`src/sv/brf_pkg.sv`:
```
// Shared widths, command codes, controller states and control structs of the byte ring buffer.
package brf_pkg;

  localparam int DATA_W        = 8;
  localparam int CMD_W         = 3;
  localparam int GRANT_W       = 7;
  localparam int CNT_W         = 11;
  localparam int DEPTH_DEF     = 1024;
  localparam int MAX_BURST_DEF = 64;
  localparam int CAP_RESET     = 1024;

  typedef enum logic [CMD_W-1:0] {
    CMD_PUSH  = 3'd0,
    CMD_POP   = 3'd1,
    CMD_PEEK  = 3'd2,
    CMD_SKIP  = 3'd3,
    CMD_CLEAR = 3'd4
  } cmd_t;

  typedef enum logic {
    ST_IDLE,
    ST_BURST
  } state_t;

  typedef struct packed {
    logic accept;
    logic emit_byte;
  } ctl_t;

  typedef struct packed {
    logic out_valid;
    logic burst_req;
    logic burst_last;
  } stat_t;

endpackage

```
`src/sv/brf_ctrl.sv`:
```
// Controller state machine: request acceptance and burst sequencing.
module brf_ctrl import brf_pkg::*; (
  input  logic  clk,
  input  logic  rst,
  input  logic  in_valid,
  input  logic  out_ready,
  input  stat_t stat,
  output logic  in_ready,
  output ctl_t  ctl
);

  state_t state;
  state_t state_next;
  logic   out_free;

  always_ff @(posedge clk) begin
    if (rst) begin
      state <= ST_IDLE;
    end else begin
      state <= state_next;
    end
  end

  always_comb begin
    out_free      = !stat.out_valid || out_ready;
    state_next    = state;
    in_ready      = 1'b0;
    ctl.accept    = 1'b0;
    ctl.emit_byte = 1'b0;
    unique case (state)
      ST_IDLE: begin
        in_ready   = out_free;
        ctl.accept = in_valid && out_free;
        if (ctl.accept && stat.burst_req) begin
          state_next = ST_BURST;
        end
      end
      ST_BURST: begin
        ctl.emit_byte = out_free;
        if (out_free && stat.burst_last) begin
          state_next = ST_IDLE;
        end
      end
      default: state_next = ST_IDLE;
    endcase
  end

endmodule

```
`config.mk`:
```
export PLATFORM = sky130hd
export DESIGN_NAME = brf_ctrl
export DESIGN_NICKNAME = d
export VERILOG_FILES = /design/src/sv/brf_pkg.sv /design/src/sv/brf_ctrl.sv
export SDC_FILE = /design/constraint.sdc
export NUM_CORES = 1
export LEC_CHECK = 0
export ABC_AREA = 1
export ABC_CLOCK_PERIOD_IN_PS = 800
export BUFFER_PORTS_ARGS = -buffer_cell sky130_fd_sc_hd__buf_4
export CAP_MARGIN = 20
export CORE_AREA = 2 2 39 41
export CTS_CLUSTER_DIAMETER = 40
export CTS_CLUSTER_SIZE = 14
export DETAILED_ROUTE_END_ITERATION = 7
export DIE_AREA = 0 0 41 43
export SYNTH_ARGS = -nofsm -noshare
export SYNTH_HDL_FRONTEND = slang
export SYNTH_SLANG_ARGS = --single-unit
```
`constraint.sdc`:
```
create_clock -name clk -period 0.8 [get_ports clk]
set_input_delay 0.04 -clock clk [delete_from_list [all_inputs] [get_ports clk]]
set_output_delay 0.04 -clock clk [all_outputs]
set_load 0.05 [all_outputs]
```
# After elaboration in Yosys (flattened, before gate mapping)
# Cells that the tools add are included.
[totals]
regBits = 1
inputBits = 7
elab_cells = 13
[classes]
mux = 6
bitwise = 1
reduce_logical = 5
[op_table]
columns = ["cell", "n"]
rows = [
  ["1-bit 2-to-1 mux", 5],
  ["1-bit logical AND", 3],
  ["1-bit case mux with 2 select lines", 1],
  ["1-bit logical NOT", 1],
  ["1-bit logical OR", 1],
  ["1-bit inverter", 1],
]

# Logic depth before layout (Yosys ltp)
[depth]
depth_word = 6
mapped_depth = 5
depth_no_buf = 5

# Worst setup path after synthesis
# OpenSTA, ideal clock, no wires.
[synth_timing]
kind = "reg2out"
from = "register state"
to = "output port ctl[1] (netlist name)"
t_arrival_ns = 1.421
path_slack_ns = -0.661
stages_incl_launch_ff = 2
n_path_buf = 0
cell_sequence = "dfxtp_1 > nor3_1"
[synth_rtl]
columns = ["item", "line", "rtl"]
rows = [
  ["start, declared", "brf_ctrl.sv:12", "state_t state;"],
  ["start signal, assigned", "brf_ctrl.sv:20", "state <= state_next;"],
  ["end, declared", "brf_ctrl.sv:9", "output ctl_t ctl"],
]

==> metrics.md <==
| Metric | Value |
|---|---|
| Drt drc | 0 |
| Cells after synthesis | 14 |
| Synth-to-layout area growth | 162% |
| CP Class | flop to primary output |
| Antenna diode count | 0 |
| Number of cell rows | 14 |
| Initial core utilization | 5.24% |
| Placement Setup Slack | 0.0115 ns |
| Final period util | 94.5% |
| Slew Limit Headroom | 86.1% |
| Syn avg cell area | 5.18 um2 |
| Final Hold Fails | 0 |
| Clk Latency, worst-skew pair | 0 ns |
| Pin count of the biggest net entering global routing | 6 |
| I/O pin cnt | 10 |
| Max-cap violations | 0 |
| DR WL/cell | 5.62 um |
| Remaining global-route overflow | 0 |
| Critical path arrival | 0.72 ns |
| Mapped Area | 72.6 um2 |
| Initial DRC count | 0 |
| Hold slack final | 0.192 ns |
| Max reg flops | 1 |
| CTS resizes | 0 |
| Final Setup Violations | 0 |
| PD cells | 915 nW/um2 |
| Synth top area cells | dfxtp_1 28%, inv_1 21%, nand2_1 16% |
| Final ANT Viol Nets | 0 |
| Die area | 1760 um2 |
| Setup crit end kind | primary output |
| Initial antenna violation count | 0 |
| CTS clk-pin slew, worst paths | 0 ns |
| Placed cell areas | 183 um2 |
| Vias in the first global route | 111 |
| Share of cells above drive strength 1 | 56.5% |
| Unrepaired setup endpoints after global routing | false |
| Syn. warnings | 0 |
| Die width | 41 um |
| Fin nets | 32 |
| Die Y | 43 um |
| Hold_buf cts | 0 |
| Placed Cells | 39 |
| GRT Util Overall | 3.10% |
| Routed vias | 114 |
| Synth Net Count | 21 |
| Post-synthesis register bit count | 1 |
| PnR worst setup slack | 0.0443 ns |
| Drt pass-1 iters | 1 |
| Crit-path max FO | 5 |
| Post-synthesis sequential area ratio | 27.6% |
| Achievable clock frequency | 1320 MHz |
| Setup bufs post-CTS | 0 |
| Outcome | finished clean |
| Area share of the largest cell type after synthesis | 27.6% |
| Final min period | 0.756 ns |
| Cell area after layout | 190 um2 |
| Clock Skew | 0 ns |
| Post-Layout Cell Count | 39 |
| Core ar. | 1380 um2 |
| Distinct cells, synth | 7 |
| Startpoint types | flop |
| Most flop-heavy register | state |
| Drt total wl | 219 um |
| Area leader, netlist | dfxtp_1 |
| Least-Margin Pin Slew | 0.209 ns |
| VDD IR max | 0.274 mV |
| LEAKAGE | 0.0931 nW |
| Port Buf Inserts | 9 |
| Final RePlAce weighted congestion | 0.498 |
| Vias/cell | 2.92 |
| Largest registers | state (1) |
| First-pass GRT wire length | 407 um |
| Min-Delay Path Class | input port to flop |
| Slew Viols, Final | 0 |
| Worst path required time | 0.76 ns |
## cells in the final DEF (no fill, tap or decap), drive strengths merged
cell and count:
buf 9, dfxtp 1, nand3 1, a21oi 1
inv 4, nor3 1, nor2 3, nand2 3
## through the flow
| stage | total power [mW] | util [%] | TNS (ns) |
|---|---|---|---|
| after global placement | 0.168 | 13.2 | 0 |
| after CTS | 0.171 | 13.2 | 0 |
| after floorplan | 0.128 | - | -0.0416 |
| after global routing | 0.185 | 13.7 | 0 |
| after detailed placement | 0.171 | 13.2 | 0 |
| final | 0.174 | 13.7 | 0 |
## synth_stat cells
| master | n |
|---|---|
| inv_1 | 4 |
| nand2_1 | 3 |
| nor2_1 | 3 |
| a21oi_1 | 1 |
| dfxtp_1 | 1 |
| nand3_1 | 1 |
| nor3_1 | 1 |
## worst max-delay path, cell delays in order (launching register included)
cell and delay (ns):
dfxtp_2 0.37, inv_1 0.08, nor2_4 0.10, buf_6 0.16
## routing by layer
| layer | track usage [%] | part of all wire [%] | routed length [um] |
|---|---|---|---|
| met5 | 0 | 0 | 0 |
| met1 | 3.18 | 37 | 82 |
| met2 | 5.63 | 41 | 89 |
| met4 | 0 | 0 | 0 |
| met3 | 1.57 | 21 | 47 |
## final cells by class
cell class | count | area (um2)
inverter | 4 | 15.0
timing repair buffer | 9 | 75.1
fill | 161 | 1190
multi-input combinational | 9 | 58.8
tap | 16 | 20.0
sequential | 1 | 21.3
## where the power goes
| part | switching [mW] | internal, mW |
|---|---|---|
| Combinational | 0.0650 | 0.0493 |
| Clock | 0 | 0 |
| Sequential | 0.00533 | 0.0544 |
## path summary, 6_finish.rpt
path	end	start	depth (start not counted)	slack, ns
worst max-delay path	ctl[0]	state	3	0.04
worst min-delay path	state	rst	2	0.19
worst max register to register	state	state	3	0.09
worst min register to register	state	state	2	0.50
## cells by family (layout without fill, tap and decap cells)
group	Yosys count	after routing	synth area share, %
AND/OR/NAND/NOR	8	8	44.8
buffers and inverters	4	13	20.7
AO/OA/AOI/OAI	1	1	6.89
flip-flops	1	1	27.6
Note: power is estimated with default switching activity, not from simulation.
